$ cat src/rtl/core/bllca_pkg.sv
// Shared types, constants and helpers for the binary lifting LCA engine.
// Depends on nothing; bllca_ctrl and the top level use it, bllca_ram does not.
package bllca_pkg;

  localparam int unsigned NODES    = 1024;
  localparam int unsigned LEVELS   = 10;
  localparam int unsigned FIELD_W  = 10;
  localparam int unsigned KIND_W   = 2;
  localparam int unsigned NODE_W   = $clog2(NODES);
  localparam int unsigned LVL_W    = (LEVELS > 1) ? $clog2(LEVELS) : 1;
  localparam int unsigned JT_DEPTH = LEVELS * NODES;
  localparam int unsigned JT_AW    = $clog2(JT_DEPTH);

  typedef logic [NODE_W-1:0]  node_t;
  typedef logic [FIELD_W-1:0] field_t;
  typedef logic [LVL_W-1:0]   lvl_t;
  typedef logic [LEVELS-1:0]  bits_t;
  typedef logic [JT_AW-1:0]   jaddr_t;
  typedef logic [KIND_W-1:0]  kind_t;

  localparam kind_t K_LOAD  = 2'd0;
  localparam kind_t K_BUILD = 2'd1;
  localparam kind_t K_LCA   = 2'd2;
  localparam kind_t K_KTH   = 2'd3;

  localparam logic ANS_LCA = 1'b0;
  localparam logic ANS_KTH = 1'b1;

  localparam lvl_t  LVL_LAST  = lvl_t'(LEVELS - 1);
  localparam node_t NODE_LAST = node_t'(NODES - 1);

  typedef struct packed {
    kind_t  kind;
    node_t  node_a;
    node_t  node_b;
    node_t  parent_node;
    field_t node_level;
    field_t steps;
  } item_t;

  typedef struct packed {
    node_t answer_node;
    logic  answer_kind;
  } res_t;

  // jump table port: one write, two reads
  typedef struct packed {
    logic   we;
    jaddr_t waddr;
    node_t  wdata;
    jaddr_t raddr_a;
    jaddr_t raddr_b;
  } jt_req_t;

  typedef struct packed {
    logic   we;
    node_t  waddr;
    field_t wdata;
    node_t  raddr_a;
    node_t  raddr_b;
  } dp_req_t;

  // table is laid out level-major: entry (level, node)
  function automatic jaddr_t jt_addr(input lvl_t lvl, input node_t node);
    jt_addr = jaddr_t'({lvl, node});
  endfunction

endpackage

$ cat src/rtl/core/bllca_ctrl.sv
// Sequencer for the LCA engine: load, pipelined table build and both queries.
// Depends on bllca_pkg; drives the jump table and depth RAMs in the top level.
module bllca_ctrl (
  input  logic               clk,
  input  logic               rst_n,
  input  logic               in_valid,
  output logic               in_ready,
  input  bllca_pkg::item_t   in_item,
  output logic               res_valid,
  input  logic               res_ready,
  output bllca_pkg::res_t    res,
  output bllca_pkg::jt_req_t jt_req,
  input  bllca_pkg::node_t   jt_rd_a,
  input  bllca_pkg::node_t   jt_rd_b,
  output bllca_pkg::dp_req_t dp_req,
  input  bllca_pkg::field_t  dp_rd_a,
  input  bllca_pkg::field_t  dp_rd_b
);

  typedef enum logic [10:0] {
    S_IDLE   = 11'b000_0000_0001,
    S_BUILD  = 11'b000_0000_0010,
    S_BDRAIN = 11'b000_0000_0100,
    S_DCMP   = 11'b000_0000_1000,
    S_CLIMB  = 11'b000_0001_0000,
    S_CWAIT  = 11'b000_0010_0000,
    S_LIFT   = 11'b000_0100_0000,
    S_LCMP   = 11'b000_1000_0000,
    S_FINAL  = 11'b001_0000_0000,
    S_FWAIT  = 11'b010_0000_0000,
    S_DONE   = 11'b100_0000_0000
  } state_t;

  state_t             state_r, state_nxt;
  bllca_pkg::lvl_t    k_r, k_nxt;
  bllca_pkg::node_t   x_r, x_nxt;
  bllca_pkg::node_t   y_r, y_nxt;
  bllca_pkg::bits_t   cnt_r, cnt_nxt;
  logic               kth_r, kth_nxt;
  bllca_pkg::node_t   i_r, i_nxt;
  // build pipeline: stage 1 holds the level k-1 entry, stage 2 the jumped one
  logic               v1_r, v1_nxt;
  logic               v2_r, v2_nxt;
  bllca_pkg::node_t   i1_r, i2_r;
  logic               load_acc;

  assign load_acc = (state_r == S_IDLE) && in_valid && (in_item.kind == bllca_pkg::K_LOAD);
  assign v1_nxt   = (state_r == S_BUILD);
  assign v2_nxt   = v1_r;

  always_comb begin
    dp_req.we      = load_acc;
    dp_req.waddr   = in_item.node_a;
    dp_req.wdata   = in_item.node_level;
    dp_req.raddr_a = in_item.node_a;
    dp_req.raddr_b = in_item.node_b;

    jt_req.we      = load_acc || v2_r;
    jt_req.waddr   = v2_r ? bllca_pkg::jt_addr(k_r, i2_r)
                          : bllca_pkg::jt_addr('0, in_item.node_a);
    jt_req.wdata   = v2_r ? jt_rd_b : in_item.parent_node;
    jt_req.raddr_a = bllca_pkg::jt_addr(k_r, x_r);
    jt_req.raddr_b = v1_r ? bllca_pkg::jt_addr(k_r - bllca_pkg::lvl_t'(1), jt_rd_a)
                          : bllca_pkg::jt_addr(k_r, y_r);
    if (state_r == S_BUILD) begin
      jt_req.raddr_a = bllca_pkg::jt_addr(k_r - bllca_pkg::lvl_t'(1), i_r);
    end else if (state_r == S_FINAL) begin
      jt_req.raddr_a = bllca_pkg::jt_addr('0, x_r);
    end
  end

  always_comb begin
    state_nxt = state_r;
    k_nxt     = k_r;
    x_nxt     = x_r;
    y_nxt     = y_r;
    cnt_nxt   = cnt_r;
    kth_nxt   = kth_r;
    i_nxt     = i_r;
    in_ready  = 1'b0;
    res_valid = 1'b0;

    case (state_r)
      S_IDLE: begin
        in_ready = 1'b1;
        if (in_valid) begin
          x_nxt   = in_item.node_a;
          y_nxt   = in_item.node_b;
          k_nxt   = bllca_pkg::LVL_LAST;
          kth_nxt = (in_item.kind == bllca_pkg::K_KTH);
          cnt_nxt = bllca_pkg::bits_t'(in_item.steps);
          case (in_item.kind)
            bllca_pkg::K_LOAD: state_nxt = S_IDLE;
            bllca_pkg::K_BUILD: begin
              if (bllca_pkg::LEVELS > 1) begin
                k_nxt     = bllca_pkg::lvl_t'(1);
                i_nxt     = '0;
                state_nxt = S_BUILD;
              end
            end
            bllca_pkg::K_LCA: state_nxt = S_DCMP;
            default:          state_nxt = S_CLIMB;
          endcase
        end
      end
      S_BUILD: begin
        i_nxt = i_r + bllca_pkg::node_t'(1);
        if (i_r == bllca_pkg::NODE_LAST) begin
          state_nxt = S_BDRAIN;
        end
      end
      S_BDRAIN: begin
        // the last write of the level lands this edge; next level may read it
        if (!v1_r) begin
          if (k_r == bllca_pkg::LVL_LAST) begin
            state_nxt = S_IDLE;
          end else begin
            k_nxt     = k_r + bllca_pkg::lvl_t'(1);
            i_nxt     = '0;
            state_nxt = S_BUILD;
          end
        end
      end
      S_DCMP: begin
        if (dp_rd_a < dp_rd_b) begin
          x_nxt   = y_r;
          y_nxt   = x_r;
          cnt_nxt = bllca_pkg::bits_t'(dp_rd_b - dp_rd_a);
        end else begin
          cnt_nxt = bllca_pkg::bits_t'(dp_rd_a - dp_rd_b);
        end
        state_nxt = S_CLIMB;
      end
      S_CLIMB: begin
        if (cnt_r[k_r]) begin
          state_nxt = S_CWAIT;
        end else if (k_r != '0) begin
          k_nxt = k_r - bllca_pkg::lvl_t'(1);
        end else if (kth_r) begin
          state_nxt = S_DONE;
        end else begin
          k_nxt     = bllca_pkg::LVL_LAST;
          state_nxt = S_LIFT;
        end
      end
      S_CWAIT: begin
        x_nxt = jt_rd_a;
        if (k_r != '0) begin
          k_nxt     = k_r - bllca_pkg::lvl_t'(1);
          state_nxt = S_CLIMB;
        end else if (kth_r) begin
          state_nxt = S_DONE;
        end else begin
          k_nxt     = bllca_pkg::LVL_LAST;
          state_nxt = S_LIFT;
        end
      end
      S_LIFT: state_nxt = S_LCMP;
      S_LCMP: begin
        if (jt_rd_a != jt_rd_b) begin
          x_nxt = jt_rd_a;
          y_nxt = jt_rd_b;
        end
        if (k_r != '0) begin
          k_nxt     = k_r - bllca_pkg::lvl_t'(1);
          state_nxt = S_LIFT;
        end else begin
          state_nxt = S_FINAL;
        end
      end
      S_FINAL: state_nxt = (x_r != y_r) ? S_FWAIT : S_DONE;
      S_FWAIT: begin
        x_nxt     = jt_rd_a;
        state_nxt = S_DONE;
      end
      S_DONE: begin
        res_valid = 1'b1;
        if (res_ready) begin
          state_nxt = S_IDLE;
        end
      end
      default: state_nxt = S_IDLE;
    endcase
  end

  assign res.answer_node = x_r;
  assign res.answer_kind = kth_r ? bllca_pkg::ANS_KTH : bllca_pkg::ANS_LCA;

  always_ff @(posedge clk) begin
    if (!rst_n) begin
      state_r <= S_IDLE;
      v1_r    <= 1'b0;
      v2_r    <= 1'b0;
    end else begin
      state_r <= state_nxt;
      v1_r    <= v1_nxt;
      v2_r    <= v2_nxt;
    end
  end

  always_ff @(posedge clk) begin
    k_r   <= k_nxt;
    x_r   <= x_nxt;
    y_r   <= y_nxt;
    cnt_r <= cnt_nxt;
    kth_r <= kth_nxt;
    i_r   <= i_nxt;
    i1_r  <= i_r;
    i2_r  <= i1_r;
  end

endmodule

$ cat config.mk
export PLATFORM = sky130hd
export DESIGN_NAME = bllca_ctrl
export DESIGN_NICKNAME = d
export VERILOG_FILES = /design/src/rtl/core/bllca_pkg.sv /design/src/rtl/core/bllca_ctrl.sv
export SDC_FILE = /design/constraint.sdc
export NUM_CORES = 1
export LEC_CHECK = 0
export BUFFER_PORTS_ARGS = -buffer_cell sky130_fd_sc_hd__buf_2
export CORE_MARGIN = 2
export CORE_UTILIZATION = 30
export CTS_BUF_LIST = sky130_fd_sc_hd__clkbuf_4
export DETAILED_ROUTE_END_ITERATION = 7
export PLACE_DENSITY = 0.56
export SETUP_SLACK_MARGIN = 0.3
export SKIP_LAST_GASP = 1
export SLEW_MARGIN = 20
export SYNTH_ARGS = -nofsm -noshare
export SYNTH_HDL_FRONTEND = slang
export SYNTH_SLANG_ARGS = --single-unit
$ cat constraint.sdc
create_clock -name clk -period 3.83 [get_ports clk]
set_clock_uncertainty 0.2 [all_clocks]
set_input_delay 0.1915 -clock clk [delete_from_list [all_inputs] [get_ports clk]]
set_output_delay 0.1915 -clock clk [all_outputs]
set_load 0.1 [all_outputs]
==> flow_metrics.py, run 1 <==
metrics = {
    "logic_synthesis": {
        "ys_ff_latch": 78,
        "synth_edf_count": 45,
        "postSynth.asyncResetShare": 0,
        "synth.distinct_cells": 61,
        "synthTopCellsByCount": "nand2_1 (102), edfxtp_1 (45), buf_4 (42), nor2_1 (42), nand3_1 (36)",
        "synth_top_cell_by_area": "edfxtp_1",
        "syn_area_per_cell_sq_um": 8.84,
        "synthFlopType": "edfxtp_1",
        "yosysMostFrequentCell": "nand2_1",
        "syn_area_sq_um": 5770,
        "synth.top_cells.by_area": "edfxtp_1 (23%), dfxtp_1 (11%), mux2_2 (6.8%)",
        "syn_nets": 773,
        "ys_seq_area_frac": 0.349,
        "yosys_warnings": 0,
        "synth_top_area_share": 0.234,
        "synthCells": 652,
    },
    "pwr": {
        "power.density_nw_per_um2": 444,
        "comb_power_share": 0.497,
        "pwr-share-seq": 0.341,
        "p_sw_mw": 1.68,
        "leakagePower_nw": 3.30,
        "vdd_drop_max_mv": 0.189,
        "finalPower_mw": 3.27,
        "p_int_mw": 1.60,
        "clockPowerShare": 0.162,
        "switching_share": 0.512,
    },
    "grt": {
        "grt_max_degree": 28,
        "grt_overflow": 0,
        "track_usage": 0.177,
        "grt_pass1_vias": 5123,
        "antenna_found_initial": 1,
        "grt_pass1_wl_mm": 27.7,
    },
    "setup_path": {
        "crit_chain": "or4_4, nor4_4, nand3_1, buf_4, nand2_1, nand2_1, buf_2",
        "reg2reg_depth": 8,
        "rrSetupSlack_ns": 0.59,
        "path_max_fanout": 22,
        "worstReg2RegStart": "state_r[1]",
        "required_ns": 3.44,
        "critPathLaunchType": "flip-flop",
        "cp_slowest_cell": "or4_4",
        "worstPathArrival_ns": 2.94,
        "crit_top_cell": "nand2_1",
        "path_delay_family": "simple AND/OR/NAND/NOR gates",
        "slowest_delay_ns": 0.64,
        "cp-end-kind": "output pin",
        "worst-path-buf-inv": 2,
        "r2r-end": "x_r[8]",
        "crit_type": "reg -> out",
    },
    "timing": {
        "slew_headroom": 0.357,
        "hold_viol": 0,
        "post-route-period-util": 0.869,
        "max_slew.worst_pin.slew_ns": 0.963,
        "drv_slew": 0,
        "hold_slack_ns": 0.141,
        "layout_min_cycle_time_ns": 3.33,
        "rsz0062_at_grt": "no",
        "setup_viol": 0,
        "clock.fmax_mhz": 301,
        "fin_setup_tns_ns": 0,
    },
    "floorplan": {
        "initial_utilization": 0.307,
        "ios": 203,
        "die_area_sq_um": 20300,
        "num_rows": 50,
        "die_y_microns": 143,
        "die_w_microns": 143,
        "core_area_sq_um": 18800,
    },
    "clock_tree": {
        "cts.sinks": 78,
        "numCtsBuffers": 9,
        "path_clk_slew_ns": 0.12,
        "clkLatencyLatePin_ns": 0.47,
        "ctsRootBufferMaster": "clkbuf_4",
        "h-tree-depth": 3,
        "clk_path_buf_depth": 2,
        "cts_tree": "yes",
    },
    "route": {
        "ant_nets": 0,
        "avgViaCountPerCell": 4.93,
        "drt-pass1-iter-count": 4,
        "wl_per_cell_microns": 16.7,
        "drt-initial-drc-count": 300,
        "vias": 5349,
        "wirelength_mm": 18.1,
        "drc": 0,
    },
    "placed_design": {
        "routabilityCongestion": 0.878,
        "dp_hpwl_mm": 13.8,
        "port-buffer-count": 182,
    },
    "hold_path": {
        "worstHoldEndpoint": "cnt_r[7]",
        "hold_start": "dp_rd_b[7]",
        "min_path_type": "in -> reg",
        "hold-path-cell-count": 4,
    },
    "final_layout": {
        "drive_gt1_frac": 0.316,
        "nets": 965,
        "fill_cells": 1923,
        "syn2layout_area_growth_pct": 27.9,
    },
    "status": {
        "status": "finished clean",
    },
    "flow_run": {
        "maxCapViolCount": 0,
    },
}
worst max path at each step:
stage                 end       start  depth (start not counted)
3_3_place_gp     cnt_r[9]  dp_rd_a[0]                         12
6_report       jt_req[21]  state_r[5]                          7
4_1_cts        jt_req[27]  state_r[5]                          7
5_1_grt        jt_req[27]  state_r[4]                          7
2_1_floorplan  jt_req[25]  state_r[6]                          6
3_5_place_dp     cnt_r[9]  dp_rd_a[0]                         12
sequential cells by signal, indices dropped and copies added (netlist names):
name     cells
kth_r        1
k_r          4
x_r         10
state_r     11
v1_r         1
i_r         10
cnt_r       10
v2_r         1
y_r         10
i1_r        10
i2_r        10
cells by family (layout without fill, tap and decap cells):
group                    Yosys count  after routing  share of synthesized area
XOR/XNOR                          42             42                     0.0638
flip-flops                        78             78                      0.349
buffers and inverters            101            298                     0.0976
adder cells (fa/ha/maj)           25             25                     0.0568
other                              0              1                          0
AO/OA/AOI/OAI                     96             96                      0.108
AND/OR/NAND/NOR                  268            268                      0.240
multiplexers                      42             42                     0.0848
layout by cell type, fill, tap and decap left out, types with 3 or more instances in the layout:
cell type	n
nor4_4	4
clkbuf_4	10
or4_4	4
dlygate4sd3_1	57
o31ai_1	3
nand4b_1	3
ha_1	23
nor3_1	11
nor4_1	10
inv_1	29
mux2_2	35
a22oi_1	16
nand2_1	102
o22ai_1	4
buf_2	180
mux2i_1	4
o21ai_0	27
xor2_1	24
and2_1	10
a31oi_1	7
buf_4	14
a211oi_1	4
xnor2_1	18
edfxtp_1	45
a21oi_1	15
nand3_1	36
nand2b_1	8
dfxtp_1	33
nor2b_1	6
nor2_1	42
and3_1	9
nand4_1	5
nand3b_1	4
worst register-to-register path, delay by kind of cell (launching register included):
family / cells / cell delay (ns)
AND/OR/NAND/NOR: 6 / 1.55
buffers and inverters: 2 / 0.86
flip-flops: 1 / 0.39
per-stage QoR:
step / cells / worst slack, ns / cell area, sq um / util
after floorplan: 652 / 0.287 / 5780 / -
after global placement: 1009 / 0.605 / 6640 / 0.354
after detailed placement: 1009 / 0.576 / 6640 / 0.354
after CTS: 1083 / 0.386 / 7360 / 0.392
after global routing: 1084 / 0.369 / 7370 / 0.393
final: 1084 / 0.503 / 7370 / 0.393
per-layer routing:
layer  share of wire  global-route usage  vias to the layer above  routed length [microns]
met1            0.45               0.227                     2506                     8060
met3           0.050              0.0272                       29                      912
met4           0.022              0.0651                        0                      406
met5               0                   0                        -                        0
met2            0.48               0.300                      170                     8730
li1                -                   -                     2644                        -
power groups by stage:
stage | sequential (mW) | combinational (mW) | clock, mW
2_1_floorplan | 1.25 | 1.19 | 0
3_3_place_gp | 1.14 | 1.57 | 0
3_5_place_dp | 1.14 | 1.57 | 0
4_1_cts | 1.12 | 1.63 | 0.539
5_1_grt | 1.13 | 1.70 | 0.572
6_report | 1.12 | 1.63 | 0.529
cell type report:
type	count	area [sq um]	share of cell area
Tap cell	234	293	0.0397
Timing Repair Buffer	253	1600	0.218
Sequential cell	78	2010	0.273
Clock inverter	7	70.1	0.00950
Inverter	29	109	0.0148
Clock buffer	9	67.6	0.00916
Multi-Input combinational cell	473	3220	0.436
Antenna cell	1	2.50	0.000339
repair_timing:
| item | CTS | global route |
|---|---|---|
| setup endpoints to repair | 12 | 3 |
| hold buffers | 57 | 0 |
| hold endpoints to repair | 45 | 0 |
| pin swaps | 1 | 0 |
| setup buffers | 1 | 0 |
| resized for setup | 1 | 3 |
No activity file was read; power rests on OpenSTA's default activity.
==> run 2, diff against run 1 <==
- REMOVE_ABC_BUFFERS: not set -> 1
==> run 2 against run 1 <==
Effect of this change: first-iteration DRC count decreased by 5.0%; critical path type is now reg -> reg; sequential share of layout area about the same; critical endpoint is now x_r[9]; largest power group unchanged; global-route usage fell by 0.22 points; highest routed layer unchanged; maximum frequency hardly changed.
==> flow_metrics.py, run 2 (synthesis gave the netlist of run 1 again) <==
metrics = {
    "timing": {
        "max_slew.worst_pin.slew_ns": 1.05,
        "post-route-period-util": 0.869,
        "setup_viol": 0,
        "layout_min_cycle_time_ns": 3.33,
        "fin_ws_ns": 0.502,
        "clock.fmax_mhz": 301,
        "drv_slew": 0,
        "hold_viol": 0,
        "rsz0062_at_grt": "no",
        "slew_headroom": 0.298,
    },
    "route": {
        "ant_nets": 0,
        "drc": 0,
        "wl_per_cell_microns": 17.0,
        "drt-initial-drc-count": 285,
        "avgViaCountPerCell": 4.99,
        "drt-pass1-iter-count": 5,
        "vias": 5408,
        "wirelength_mm": 18.4,
    },
    "floorplan": {
        "initial_utilization": 0.307,
        "core_area_sq_um": 18800,
        "die_w_microns": 143,
        "ios": 203,
        "num_rows": 50,
        "die_area_sq_um": 20300,
        "die_y_microns": 143,
    },
    "pwr": {
        "power.density_nw_per_um2": 442,
        "vdd_drop_max_mv": 0.160,
        "leakagePower_nw": 3.31,
    },
    "setup_path": {
        "worstPathArrival_ns": 3.43,
        "critPathLaunchType": "flip-flop",
        "crit_type": "reg -> reg",
        "required_ns": 3.93,
        "path_max_fanout": 13,
        "cp-end-kind": "flip-flop",
    },
    "grt": {
        "track_usage": 0.174,
        "grt_max_degree": 28,
        "grt_pass1_wl_mm": 27.7,
        "antenna_found_initial": 1,
        "grt_pass1_vias": 5187,
        "grt_overflow": 0,
    },
    "clock_tree": {
        "clkLatencyLatePin_ns": 0.44,
        "path_clk_slew_ns": 0.14,
        "clk_path_buf_depth": 2,
        "cts_tree": "yes",
        "numCtsBuffers": 9,
        "ctsRootBufferMaster": "clkbuf_4",
        "cts_setup_buffers": 0,
        "cts.sinks": 78,
        "h-tree-depth": 3,
    },
    "placed_design": {
        "routabilityCongestion": 0.902,
        "port-buffer-count": 182,
        "dp_hpwl_mm": 13.9,
        "dp_slack_ns": 0.553,
    },
    "final_layout": {
        "syn2layout_area_growth_pct": 27.8,
        "final_cell_mix": "buf_2 (179), nand2_1 (102), dlygate4sd3_1 (56), edfxtp_1 (45), nor2_1 (42)",
        "regMostFlops": "state_r",
        "nets": 964,
        "drive_gt1_frac": 0.315,
        "final_common_cell": "buf_2",
        "fill_cells": 1959,
        "fin_util": 0.393,
        "largest_register_ffs": 11,
    },
    "status": {
        "status": "finished clean",
    },
    "hold_path": {
        "min_path_type": "in -> reg",
    },
    "flow_run": {
        "maxCapViolCount": 0,
    },
}
## run 2: cell count changes in the layout (fill, tap and decap cells not counted), sizes merged
cell,before,now
inv,32,33
dlygate4sd3,57,56
clkinvlp,1,0
## run 2: cell type report
class | count | area [sq um] | area share
Multi-Input combinational cell | 473 | 3200 | 0.435
Inverter | 29 | 109 | 0.0148
Clock inverter | 7 | 68.8 | 0.00934
Antenna cell | 1 | 2.50 | 0.000340
Sequential cell | 78 | 2010 | 0.273
Tap cell | 234 | 293 | 0.0397
Clock buffer | 9 | 67.6 | 0.00917
Timing Repair Buffer | 252 | 1610 | 0.218
## run 2: worst max-delay path, stage by stage, from the launching register on
cell	delay, ns
dfxtp_1	0.81
nor4_4	0.15
nand3_1	0.15
buf_4	0.25
nand3_1	0.12
nor2_1	0.73
nand2_1	0.11
nand2_1	0.10
dlygate4sd3_1	0.58
## run 2: timing repair
action,4_1_cts,5_1_grt
hold buffers,56,0
resized for setup,0,4
endpoints found under the hold margin,39,0
setup endpoints to repair,0,10
## run 2: final timing paths
kind | from | end | slack (ns) | cells after the start
max | state_r[9] | x_r[9] | 0.50 | 8
min | in_valid | kth_r | 0.02 | 3
max reg2reg | state_r[9] | x_r[9] | 0.50 | 8
min reg2reg | i1_r[9] | i2_r[9] | 0.14 | 0
## run 2: power by group
part / internal, mW / leakage [nW] / switching, mW
combinational: 0.381 / 2.53 / 1.24
clock: 0.202 / 0.0790 / 0.319
sequential: 1.01 / 0.703 / 0.103
total: 1.60 / 3.31 / 1.66
## run 2: per-stage QoR
step	area, sq um	instances	power (mW)	TNS, ns	hold slack (ns)
after detailed placement	6650	1010	2.71	0	0.112
after CTS	7350	1082	3.27	0	0.00877
after global routing	7370	1083	3.39	0	0.0520
after floorplan	5310	580	2.23	-4.42	0.0677
final	7370	1083	3.26	0	0.0195
after global placement	6650	1010	2.71	0	0.112
## run 2: layer usage
metal / part of all wire / up-vias / global-route usage
li1: - / 2641 / -
met1: 0.42 / 2537 / 0.223
met2: 0.49 / 199 / 0.295
met3: 0.064 / 31 / 0.0366
met4: 0.023 / 0 / 0.0547
met5: 0 / - / 0
